### src/rtl/t3nps_pkg.sv
// Shared types and constants for the nearest-three grid point selector.
// Used by the channel interfaces and by every RTL module of the block.
`timescale 1ns / 1ps
`default_nettype none

package t3nps_pkg;

  // Packed point layout: three signed coordinates of FIELD_BITS each
  localparam int FIELD_BITS = 10;
  localparam int POS_BITS   = 30;
  localparam int DIST_BITS  = 22;
  localparam int SLOTS      = 3;

  // Arithmetic widths of the distance datapath
  localparam int DIFF_BITS  = FIELD_BITS + 1;
  localparam int SQ_BITS    = 2 * DIFF_BITS;
  localparam int SUM_BITS   = SQ_BITS + 2;

  // Default depth of the queue between front and back
  localparam int QUEUE_DEPTH_DEF = 2;

  typedef logic signed [FIELD_BITS-1:0] coord_t;
  typedef logic [POS_BITS-1:0]          pos_t;
  typedef logic [DIST_BITS-1:0]         dist_t;

  localparam dist_t DIST_MAX = {DIST_BITS{1'b1}};

  // Classified candidate handed from front to back
  typedef struct packed {
    pos_t  pos;
    dist_t sq_dist;
    logic  first;
    logic  last;
  } item_t;

  // One slot of the nearest list
  typedef struct packed {
    pos_t  pos;
    dist_t sq_dist;
  } entry_t;

  typedef entry_t [SLOTS-1:0] list_t;

  localparam entry_t ENTRY_EMPTY = '{pos: '0, sq_dist: DIST_MAX};

endpackage

`default_nettype wire

### src/rtl/t3nps_if.sv
// Valid/ready channel interfaces for candidate input and result output.
// Depends on t3nps_pkg for field types.
`timescale 1ns / 1ps
`default_nettype none

interface t3nps_in_if;
  import t3nps_pkg::*;

  logic   valid;
  logic   ready;
  pos_t   candidate_hash;
  coord_t ref_x;
  coord_t ref_y;
  coord_t ref_z;
  logic   first;
  logic   last;

  modport source (
    output valid, candidate_hash, ref_x, ref_y, ref_z, first, last,
    input  ready
  );

  modport sink (
    input  valid, candidate_hash, ref_x, ref_y, ref_z, first, last,
    output ready
  );
endinterface

interface t3nps_out_if;
  import t3nps_pkg::*;

  logic  valid;
  logic  ready;
  pos_t  near_pos;
  dist_t near_dist;
  pos_t  mid_pos;
  dist_t mid_dist;
  pos_t  far_pos;
  dist_t far_dist;

  modport source (
    output valid, near_pos, near_dist, mid_pos, mid_dist, far_pos, far_dist,
    input  ready
  );

  modport sink (
    input  valid, near_pos, near_dist, mid_pos, mid_dist, far_pos, far_dist,
    output ready
  );
endinterface

`default_nettype wire

### src/rtl/top3_nearest_grid_point_select_top.sv
// Top level of the nearest-three grid point selector.
// Depends on t3nps_pkg, t3nps_if, t3nps_front, t3nps_queue and t3nps_back.
//
//   channel | dir | handshake             | payload
//   in_if   | in  | in_if.valid/ready     | candidate_hash, ref_x/y/z, first, last
//   out_if  | out | out_if.valid/ready    | near/mid/far pos and dist
//
// One candidate per cycle sustained while the output is not stalled on a last
// item. The front, the queue and the back each register the item once, in that
// order, before out_if.valid rises for a last candidate. The list update in the
// back is a combinational compare-insert registered per item, which sets the
// one-item-per-cycle rate. Reset (rst_n, synchronous) clears the list to the
// sentinel and empties the queue. A stalled output holds only the back on a
// last item; the queue keeps absorbing candidates until it fills.
`timescale 1ns / 1ps
`default_nettype none

module top3_nearest_grid_point_select_top #(
  parameter int QUEUE_DEPTH = t3nps_pkg::QUEUE_DEPTH_DEF
) (
  input  wire          clk,
  input  wire          rst_n,
  t3nps_in_if.sink     in_if,
  t3nps_out_if.source  out_if
);
  import t3nps_pkg::*;

  logic  push_valid, push_ready;
  item_t push_item;
  logic  q_valid, q_ready;
  item_t q_item;
  list_t out_list;

  t3nps_front u_front (
    .clk        (clk),
    .rst_n      (rst_n),
    .in_valid   (in_if.valid),
    .in_ready   (in_if.ready),
    .in_hash    (in_if.candidate_hash),
    .in_ref_x   (in_if.ref_x),
    .in_ref_y   (in_if.ref_y),
    .in_ref_z   (in_if.ref_z),
    .in_first   (in_if.first),
    .in_last    (in_if.last),
    .push_valid (push_valid),
    .push_ready (push_ready),
    .push_item  (push_item)
  );

  t3nps_queue #(
    .DEPTH (QUEUE_DEPTH)
  ) u_queue (
    .clk      (clk),
    .rst_n    (rst_n),
    .wr_valid (push_valid),
    .wr_ready (push_ready),
    .wr_item  (push_item),
    .rd_valid (q_valid),
    .rd_ready (q_ready),
    .rd_item  (q_item)
  );

  t3nps_back u_back (
    .clk       (clk),
    .rst_n     (rst_n),
    .q_valid   (q_valid),
    .q_ready   (q_ready),
    .q_item    (q_item),
    .out_valid (out_if.valid),
    .out_ready (out_if.ready),
    .out_list  (out_list)
  );

  // Map list slots onto the result fields
  assign out_if.near_pos  = out_list[0].pos;
  assign out_if.near_dist = out_list[0].sq_dist;
  assign out_if.mid_pos   = out_list[1].pos;
  assign out_if.mid_dist  = out_list[1].sq_dist;
  assign out_if.far_pos   = out_list[2].pos;
  assign out_if.far_dist  = out_list[2].sq_dist;

endmodule

`default_nettype wire

### src/rtl/t3nps_front.sv
// Front stage: accepts candidates, unpacks them and forms the squared distance.
// Depends on t3nps_pkg; feeds t3nps_queue.
`timescale 1ns / 1ps
`default_nettype none

module t3nps_front (
  input  wire                     clk,
  input  wire                     rst_n,
  input  wire                     in_valid,
  output logic                    in_ready,
  input  t3nps_pkg::pos_t         in_hash,
  input  t3nps_pkg::coord_t       in_ref_x,
  input  t3nps_pkg::coord_t       in_ref_y,
  input  t3nps_pkg::coord_t       in_ref_z,
  input  wire                     in_first,
  input  wire                     in_last,
  output logic                    push_valid,
  input  wire                     push_ready,
  output t3nps_pkg::item_t        push_item
);
  import t3nps_pkg::*;

  logic                        fr_valid_r;
  logic                        fr_valid_nxt;
  item_t                       fr_item_r;
  coord_t                      cx, cy, cz;
  logic signed [DIFF_BITS-1:0] dx, dy, dz;
  logic signed [SQ_BITS-1:0]   sqx, sqy, sqz;
  logic [SUM_BITS-1:0]         sum;
  dist_t                       sq_dist;

  // Unpack candidate coordinates
  assign cx = coord_t'(in_hash[FIELD_BITS-1:0]);
  assign cy = coord_t'(in_hash[2*FIELD_BITS-1:FIELD_BITS]);
  assign cz = coord_t'(in_hash[3*FIELD_BITS-1:2*FIELD_BITS]);

  // Differences to the reference point, one bit wider to avoid overflow
  assign dx = {cx[FIELD_BITS-1], cx} - {in_ref_x[FIELD_BITS-1], in_ref_x};
  assign dy = {cy[FIELD_BITS-1], cy} - {in_ref_y[FIELD_BITS-1], in_ref_y};
  assign dz = {cz[FIELD_BITS-1], cz} - {in_ref_z[FIELD_BITS-1], in_ref_z};

  assign sqx = dx * dx;
  assign sqy = dy * dy;
  assign sqz = dz * dz;

  // Sum of squares, saturated to the sentinel
  assign sum = SUM_BITS'(unsigned'(sqx)) + SUM_BITS'(unsigned'(sqy))
             + SUM_BITS'(unsigned'(sqz));
  assign sq_dist = (sum > SUM_BITS'(DIST_MAX)) ? DIST_MAX : sum[DIST_BITS-1:0];

  // Take a new candidate whenever the stage is empty or drains this cycle
  assign in_ready     = !fr_valid_r || push_ready;
  assign fr_valid_nxt = (in_valid && in_ready) || (fr_valid_r && !push_ready);

  always_ff @(posedge clk) begin
    if (!rst_n) begin
      fr_valid_r <= 1'b0;
    end else begin
      fr_valid_r <= fr_valid_nxt;
    end
  end

  // Hold the payload until it transfers into the queue
  always_ff @(posedge clk) begin
    if (in_valid && in_ready) begin
      fr_item_r.pos     <= in_hash;
      fr_item_r.sq_dist <= sq_dist;
      fr_item_r.first   <= in_first;
      fr_item_r.last    <= in_last;
    end
  end

  assign push_valid = fr_valid_r;
  assign push_item  = fr_item_r;

endmodule

`default_nettype wire

### src/rtl/t3nps_queue.sv
// Short queue that decouples the distance front from the list back.
// Depends on t3nps_pkg for the item type.
`timescale 1ns / 1ps
`default_nettype none

module t3nps_queue #(
  parameter int DEPTH = t3nps_pkg::QUEUE_DEPTH_DEF
) (
  input  wire               clk,
  input  wire               rst_n,
  input  wire               wr_valid,
  output logic              wr_ready,
  input  t3nps_pkg::item_t  wr_item,
  output logic              rd_valid,
  input  wire               rd_ready,
  output t3nps_pkg::item_t  rd_item
);
  import t3nps_pkg::*;

  localparam int PTR_BITS = (DEPTH > 1) ? $clog2(DEPTH) : 1;
  localparam int CNT_BITS = $clog2(DEPTH + 1);
  localparam logic [PTR_BITS-1:0] PTR_LAST = PTR_BITS'(DEPTH - 1);

  item_t                mem_r [DEPTH];
  logic [PTR_BITS-1:0]  wr_ptr_r, wr_ptr_nxt;
  logic [PTR_BITS-1:0]  rd_ptr_r, rd_ptr_nxt;
  logic [CNT_BITS-1:0]  cnt_r, cnt_nxt;
  logic                 push, pop;

  assign wr_ready = (cnt_r != CNT_BITS'(DEPTH));
  assign rd_valid = (cnt_r != '0);
  assign push     = wr_valid && wr_ready;
  assign pop      = rd_valid && rd_ready;
  assign rd_item  = mem_r[rd_ptr_r];

  // Advance pointers with wrap at the depth
  always_comb begin
    wr_ptr_nxt = wr_ptr_r;
    rd_ptr_nxt = rd_ptr_r;
    cnt_nxt    = cnt_r;
    if (push) begin
      wr_ptr_nxt = (wr_ptr_r == PTR_LAST) ? '0 : wr_ptr_r + 1'b1;
    end
    if (pop) begin
      rd_ptr_nxt = (rd_ptr_r == PTR_LAST) ? '0 : rd_ptr_r + 1'b1;
    end
    if (push && !pop) begin
      cnt_nxt = cnt_r + 1'b1;
    end else if (pop && !push) begin
      cnt_nxt = cnt_r - 1'b1;
    end
  end

  always_ff @(posedge clk) begin
    if (!rst_n) begin
      wr_ptr_r <= '0;
      rd_ptr_r <= '0;
      cnt_r    <= '0;
    end else begin
      wr_ptr_r <= wr_ptr_nxt;
      rd_ptr_r <= rd_ptr_nxt;
      cnt_r    <= cnt_nxt;
    end
  end

  // Store the entry on each transfer in
  always_ff @(posedge clk) begin
    if (push) begin
      mem_r[wr_ptr_r] <= wr_item;
    end
  end

  // Fill level never passes the depth
  a_cnt_bound: assert property (@(posedge clk) disable iff (!rst_n)
    cnt_r <= CNT_BITS'(DEPTH))
    else $error("queue count exceeds depth");

  // A lone push grows the fill level by exactly one
  a_cnt_push: assert property (@(posedge clk) disable iff (!rst_n)
    (push && !pop) |=> (cnt_r == $past(cnt_r) + 1'b1))
    else $error("queue count did not follow a push");

  // An empty queue has its pointers together
  a_empty_ptr: assert property (@(posedge clk) disable iff (!rst_n)
    (cnt_r == '0) |-> (wr_ptr_r == rd_ptr_r))
    else $error("queue pointers apart while empty");

endmodule

`default_nettype wire

### src/rtl/t3nps_back.sv
// Back stage: keeps the sorted nearest-three list and registers results.
// Depends on t3nps_pkg; drained from t3nps_queue.
`timescale 1ns / 1ps
`default_nettype none

module t3nps_back (
  input  wire                clk,
  input  wire                rst_n,
  input  wire                q_valid,
  output logic               q_ready,
  input  t3nps_pkg::item_t   q_item,
  output logic               out_valid,
  input  wire                out_ready,
  output t3nps_pkg::list_t   out_list
);
  import t3nps_pkg::*;

  list_t list_r, list_nxt;
  list_t base;
  list_t out_list_r;
  logic  out_valid_r, out_valid_nxt;
  logic  pop;
  entry_t cand;

  // Stall only when a result is due and the output register is still full
  assign q_ready = !q_item.last || !out_valid_r || out_ready;
  assign pop     = q_valid && q_ready;

  assign cand.pos     = q_item.pos;
  assign cand.sq_dist = q_item.sq_dist;

  // Clear on first, then insert; equal distance goes ahead of the stored one
  always_comb begin
    base = q_item.first ? {SLOTS{ENTRY_EMPTY}} : list_r;
    list_nxt = base;
    priority if (base[0].sq_dist >= cand.sq_dist) begin
      list_nxt[2] = base[1];
      list_nxt[1] = base[0];
      list_nxt[0] = cand;
    end else if (base[1].sq_dist >= cand.sq_dist) begin
      list_nxt[2] = base[1];
      list_nxt[1] = cand;
    end else if (base[2].sq_dist >= cand.sq_dist) begin
      list_nxt[2] = cand;
    end else begin
      list_nxt = base;
    end
  end

  assign out_valid_nxt = (pop && q_item.last) || (out_valid_r && !out_ready);

  always_ff @(posedge clk) begin
    if (!rst_n) begin
      list_r      <= {SLOTS{ENTRY_EMPTY}};
      out_valid_r <= 1'b0;
    end else begin
      out_valid_r <= out_valid_nxt;
      if (pop) begin
        list_r <= list_nxt;
      end
    end
  end

  // Capture the list for a result on the last candidate
  always_ff @(posedge clk) begin
    if (pop && q_item.last) begin
      out_list_r <= list_nxt;
    end
  end

  assign out_valid = out_valid_r;
  assign out_list  = out_list_r;

  // The kept list stays sorted by distance
  a_sorted: assert property (@(posedge clk) disable iff (!rst_n)
    (list_r[0].sq_dist <= list_r[1].sq_dist) && (list_r[1].sq_dist <= list_r[2].sq_dist))
    else $error("nearest list out of order");

  // A last candidate always raises a result
  a_last_result: assert property (@(posedge clk) disable iff (!rst_n)
    (pop && q_item.last) |=> out_valid_r)
    else $error("no result after last candidate");

  // A pending result is never overwritten
  a_no_overwrite: assert property (@(posedge clk) disable iff (!rst_n)
    (out_valid_r && !out_ready) |-> !(pop && q_item.last))
    else $error("result overwritten while pending");

endmodule

`default_nettype wire

### src/flat_wrapper.sv
// flat-port wrapper written by rule: the top's interface ports become plain ports
module top3_nearest_grid_point_select_top_flat import t3nps_pkg::*;
#(
  parameter int QUEUE_DEPTH = t3nps_pkg::QUEUE_DEPTH_DEF
)
  (clk, rst_n, in_if_valid, in_if_candidate_hash, in_if_ref_x, in_if_ref_y, in_if_ref_z, in_if_first, in_if_last, in_if_ready, out_if_valid, out_if_near_pos, out_if_near_dist, out_if_mid_pos, out_if_mid_dist, out_if_far_pos, out_if_far_dist, out_if_ready);
  t3nps_in_if in_if_i ();
  t3nps_out_if out_if_i ();
  input  wire clk;
  input  wire rst_n;
  input wire logic [$bits(in_if_i.valid)-1:0] in_if_valid;
  input wire logic [$bits(in_if_i.candidate_hash)-1:0] in_if_candidate_hash;
  input wire logic [$bits(in_if_i.ref_x)-1:0] in_if_ref_x;
  input wire logic [$bits(in_if_i.ref_y)-1:0] in_if_ref_y;
  input wire logic [$bits(in_if_i.ref_z)-1:0] in_if_ref_z;
  input wire logic [$bits(in_if_i.first)-1:0] in_if_first;
  input wire logic [$bits(in_if_i.last)-1:0] in_if_last;
  output wire logic [$bits(in_if_i.ready)-1:0] in_if_ready;
  output wire logic [$bits(out_if_i.valid)-1:0] out_if_valid;
  output wire logic [$bits(out_if_i.near_pos)-1:0] out_if_near_pos;
  output wire logic [$bits(out_if_i.near_dist)-1:0] out_if_near_dist;
  output wire logic [$bits(out_if_i.mid_pos)-1:0] out_if_mid_pos;
  output wire logic [$bits(out_if_i.mid_dist)-1:0] out_if_mid_dist;
  output wire logic [$bits(out_if_i.far_pos)-1:0] out_if_far_pos;
  output wire logic [$bits(out_if_i.far_dist)-1:0] out_if_far_dist;
  input wire logic [$bits(out_if_i.ready)-1:0] out_if_ready;
  assign in_if_i.valid = in_if_valid;
  assign in_if_i.candidate_hash = in_if_candidate_hash;
  assign in_if_i.ref_x = in_if_ref_x;
  assign in_if_i.ref_y = in_if_ref_y;
  assign in_if_i.ref_z = in_if_ref_z;
  assign in_if_i.first = in_if_first;
  assign in_if_i.last = in_if_last;
  assign in_if_ready = in_if_i.ready;
  assign out_if_valid = out_if_i.valid;
  assign out_if_near_pos = out_if_i.near_pos;
  assign out_if_near_dist = out_if_i.near_dist;
  assign out_if_mid_pos = out_if_i.mid_pos;
  assign out_if_mid_dist = out_if_i.mid_dist;
  assign out_if_far_pos = out_if_i.far_pos;
  assign out_if_far_dist = out_if_i.far_dist;
  assign out_if_i.ready = out_if_ready;
  top3_nearest_grid_point_select_top #(.QUEUE_DEPTH(QUEUE_DEPTH)) u_core (.clk(clk), .rst_n(rst_n), .in_if(in_if_i), .out_if(out_if_i));
endmodule
### config.mk
export PLATFORM = sky130hd
export DESIGN_NAME = top3_nearest_grid_point_select_top_flat
export DESIGN_NICKNAME = d
export VERILOG_FILES = /design/src/rtl/t3nps_pkg.sv /design/src/rtl/t3nps_if.sv /design/src/rtl/top3_nearest_grid_point_select_top.sv /design/src/rtl/t3nps_front.sv /design/src/rtl/t3nps_queue.sv /design/src/rtl/t3nps_back.sv /design/src/flat_wrapper.sv
export SDC_FILE = /design/constraint.sdc
export NUM_CORES = 2
export LEC_CHECK = 0
export BUFFER_PORTS_ARGS = -buffer_cell sky130_fd_sc_hd__buf_2
export CAP_MARGIN = 20
export CORE_ASPECT_RATIO = 0.7
export CORE_UTILIZATION = 50
export CTS_CLUSTER_SIZE = 30
export DETAILED_ROUTE_END_ITERATION = 7
export GPL_TIMING_DRIVEN = 1
export PLACE_DENSITY = 0.68
export SLEW_MARGIN = 40
export SYNTH_ARGS = -nofsm -noshare
export SYNTH_HDL_FRONTEND = slang
export SYNTH_SLANG_ARGS = --single-unit
export TNS_END_PERCENT = 10
### constraint.sdc
create_clock -name clk -period 15.75 [get_ports clk]
set_input_delay 3.15 -clock clk [delete_from_list [all_inputs] [get_ports clk]]
set_output_delay 3.15 -clock clk [all_outputs]
set_load 0.02 [all_outputs]
==> Implementation_results.wiki <==
{| class="wikitable"
! Metric !! Value
|-
| Result of the run || completed
|-
| Number of sinks handled by clock tree synthesis || 481
|-
| Area inside the core boundary || 71500 sq um
|-
| Die extent in x || 323 microns
|-
| Fin crit share || 79.9%
|-
| Gate Count Post-Synth || 3626
|-
| Critical path startpoint category || primary input
|-
| Total congestion overflow || 0
|-
| Setup clock skew after layout || 0.0300 ns
|-
| Async set-or-reset flop fraction in the synthesized netlist || 0%
|-
| Diode count || 0
|-
| Total global routing track utilization || 24.1%
|-
| Starting density of the core || 50.5%
|-
| Worst-path clk slew || 0.06 ns
|-
| Buffer count from post-CTS setup fixing || 0
|-
| Number of vias after detailed routing || 26500
|-
| Commonest register cell after synthesis || sky130_fd_sc_hd__edfxtp_1
|-
| Cell Count, Final, Fillers Out || 4795
|-
| EDFF count, synth || 318
|-
| Top library cells by usage in the layout, fill and taps aside || sky130_fd_sc_hd__inv_1, sky130_fd_sc_hd__fa_1, sky130_fd_sc_hd__nand2_1
|-
| Number of flip-flops and latches in the synthesized netlist || 481
|-
| Highest clock rate || 79.5 MHz
|-
| Count of fill cells added during filler insertion || 6199
|-
| Area growth from synthesis to layout || 10.8%
|-
| Max-Cap Viols || 0
|-
| Site Rows || 82
|-
| Cell at the root of the clock tree || sky130_fd_sc_hd__clkbuf_16
|-
| Pin count of the biggest net entering global routing || 116
|-
| Post-layout nets || 4444
|-
| Input/output buffers || 223
|-
| Number of instances resized during post-cts repair || 0
|-
| Half-perimeter wire length of the detailed placement result || 64900 microns
|-
| Post-DRT Antenna Nets || 0
|-
| Warning count from the yosys run || 0
|-
| Via count of the first global-routing pass || 25200
|-
| Total negative setup slack || 0 ns
|-
| Required time of the critical path || 16.09 ns
|-
| Post-synthesis instance area || 36100 sq um
|-
| CTS tree || done
|-
| Final slew viol count || 0
|-
| Maximum number of buffers from clock root to sink || 3
|-
| Proportion of synthesized chip area in sequential cells || 35.5%
|-
| Transition time at the pin with the least slew margin || 0.859 ns
|-
| Area of combinational cells with multiple inputs || 20500 sq um
|-
| Total instance count after detailed placement || 4701
|-
| Highest net fanout along the worst path || 21
|-
| Routed wl met2 || 37200 microns
|-
| Vert. Die Dim || 227 microns
|-
| Worst setup path category || in2reg
|-
| Uppermost metal layer occupied by signal nets || met4
|-
| Syn_area_per_cell || 9.95 sq um
|-
| Share of the synthesized area in the top cell type || 26.5%
|-
| Detailed Route WL || 86800 microns
|-
| Number of failing hold endpoints at the final stage || 0
|-
| Drt drc || 0
|-
| Wirelength per Cell || 18.1 microns
|-
| Hold/Removal Path Class || reg2reg
|-
| Top cell type by total area after synthesis || sky130_fd_sc_hd__edfxtp_1
|-
| Cts hold-fix bufs || 0
|-
| Vias/cell || 5.53
|-
| Number of iterations in the first detailed-routing pass || 6
|-
| Setup repair after global routing missed its margin || no
|-
| Top area cells in the synthesized netlist || sky130_fd_sc_hd__edfxtp_1, sky130_fd_sc_hd__fa_1, sky130_fd_sc_hd__dfxtp_1
|-
| Leading cell type in the layout, fill and taps excluded || sky130_fd_sc_hd__inv_1
|-
| Finish-stage setup viols || 0
|-
| Wire length on met3 || 6600 microns
|-
| Peak per-stage delay on the critical path || 0.59 ns
|-
| Sequential cell area || 12800 sq um
|-
| Iteration-0 DRC count of the detailed router || 2189
|-
| Clock insertion delay at the later pin of the skew report || 0.61 ns
|-
| Critical path arrival || 12.92 ns
|-
| Endpoint class of the critical path || flip-flop
|-
| TritonCTS buffer count || 49
|-
| Slew headroom || 42.7%
|-
| Die Area || 73300 sq um
|-
| Proportion of layout cells with a drive suffix above 1 || 11.0%
|-
| Gpl congestion || 0.902
|-
| Synthesized Nets || 4282
|-
| Initial antenna violation count || 1
|-
| Detailed-routing wirelength on met1 || 41500 microns
|-
| Level count of the clock H-tree || 2
|-
| Max stage delay cell, worst path || sky130_fd_sc_hd__xor2_1
|-
| Ports placed on the boundary || 224
|-
| Wire length of the first global-routing pass || 139000 microns
|-
| Min Tclk post-route || 12.58 ns
|-
| Number of distinct library cells after synthesis || 68
|}
## cell usage after synthesis (19+ instances only)
master / count
sky130_fd_sc_hd__a21o_1: 38
sky130_fd_sc_hd__mux2i_1: 48
sky130_fd_sc_hd__dfxtp_1: 163
sky130_fd_sc_hd__xor2_1: 48
sky130_fd_sc_hd__inv_1: 592
sky130_fd_sc_hd__nand3_1: 199
sky130_fd_sc_hd__o21ai_0: 105
sky130_fd_sc_hd__o311a_1: 23
sky130_fd_sc_hd__ha_1: 255
sky130_fd_sc_hd__nand2b_1: 48
sky130_fd_sc_hd__buf_2: 19
sky130_fd_sc_hd__edfxtp_1: 318
sky130_fd_sc_hd__nand2_1: 323
sky130_fd_sc_hd__clkbuf_1: 119
sky130_fd_sc_hd__and2_1: 34
sky130_fd_sc_hd__o211ai_1: 31
sky130_fd_sc_hd__nor3_1: 40
sky130_fd_sc_hd__a41oi_1: 34
sky130_fd_sc_hd__nand4_1: 73
sky130_fd_sc_hd__xnor2_1: 62
sky130_fd_sc_hd__a211o_1: 30
sky130_fd_sc_hd__a31oi_1: 58
sky130_fd_sc_hd__nor2_1: 247
sky130_fd_sc_hd__o31a_1: 23
sky130_fd_sc_hd__a311oi_1: 30
sky130_fd_sc_hd__mux2_2: 32
sky130_fd_sc_hd__a21oi_1: 135
sky130_fd_sc_hd__fa_1: 335
sky130_fd_sc_hd__or3_1: 31
## flip-flops by register name (all words and copies together), names as in the netlist, named ones only
register,count
u_core.u_back.out_valid,1
u_core.u_front.push_valid,1
u_core.u_queue.wr_ptr_r,1
u_core.u_queue.rd_ptr_r,1
u_core.u_back.out_list,156
u_core.u_queue.mem_r,108
u_core.u_back.list_r,156
u_core.u_front.push_item,54
u_core.u_queue.cnt_r,2
## layer usage
metal,up-vias,track usage [%]
met5,-,0
met3,115,4.15
li1,12600,-
met2,916,35.3
met4,0,5.14
met1,12900,36.9
## area by class of cell
| class | count | area share [%] |
|---|---|---|
| clock inverters | 26 | 0.876 |
| repair buffers | 268 | 3.78 |
| clock buffers | 66 | 3.37 |
| multi-input cells | 2394 | 51.3 |
| well taps | 966 | 3.02 |
| inverters | 594 | 5.58 |
| flip-flops and latches | 481 | 32.0 |
## metrics by stage
step / util [%] / hold WS [ns] / setup WS, ns / area, sq um
after floorplan: - / 0.421 / 3.78 / 36100
final: 55.9 / 0.442 / 3.17 / 40000
after detailed placement: 53.5 / 0.429 / 2.61 / 38300
after global placement: 53.4 / 0.422 / 2.86 / 38200
after global routing: 55.9 / 0.449 / 2.52 / 40000
after CTS: 55.9 / 0.443 / 3.23 / 40000
## worst max-delay path: cells and delay by family
family	cells	cell delay (ns)
xor+xnor	2	0.94
fa+ha+maj	9	3.62
buf+inv	8	0.97
compound gates	12	2.84
simple gates	7	1.40
## final timing paths
path / from / endpoint / slack, ns / depth (start not counted)
worst min-delay path: u_core.u_front.push_item[3]$_SDFFCE_PN1P_ / u_core.u_queue.mem_r[0][3]$_DFFE_PP_ / 0.44 / 0
worst max-delay path: in_if_ref_y[1] / u_core.u_front.push_item[14]$_SDFFCE_PN1P_ / 3.17 / 38
worst min register to register: u_core.u_front.push_item[3]$_SDFFCE_PN1P_ / u_core.u_queue.mem_r[0][3]$_DFFE_PP_ / 0.44 / 0
worst max register to register: flip-flop / u_core.u_back.out_list[155]$_DFFE_PP_ / 10.42 / 12
## logic make-up (layout without fill, tap and decap cells)
| kind of cell | count (synthesis) | in the layout | share of synthesized area, % |
|---|---|---|---|
| buf+inv | 751 | 954 | 7.92 |
| fa+ha+maj | 590 | 590 | 27.4 |
| flops | 481 | 481 | 35.5 |
| xor+xnor | 110 | 110 | 2.67 |
| compound gates | 577 | 577 | 10.9 |
| mux | 80 | 80 | 2.33 |
| simple gates | 1037 | 1037 | 13.3 |
Power is left out: the tool's default activity adds up to more than one toggle a clock period on the data nets, which glitch-free logic cannot reach.
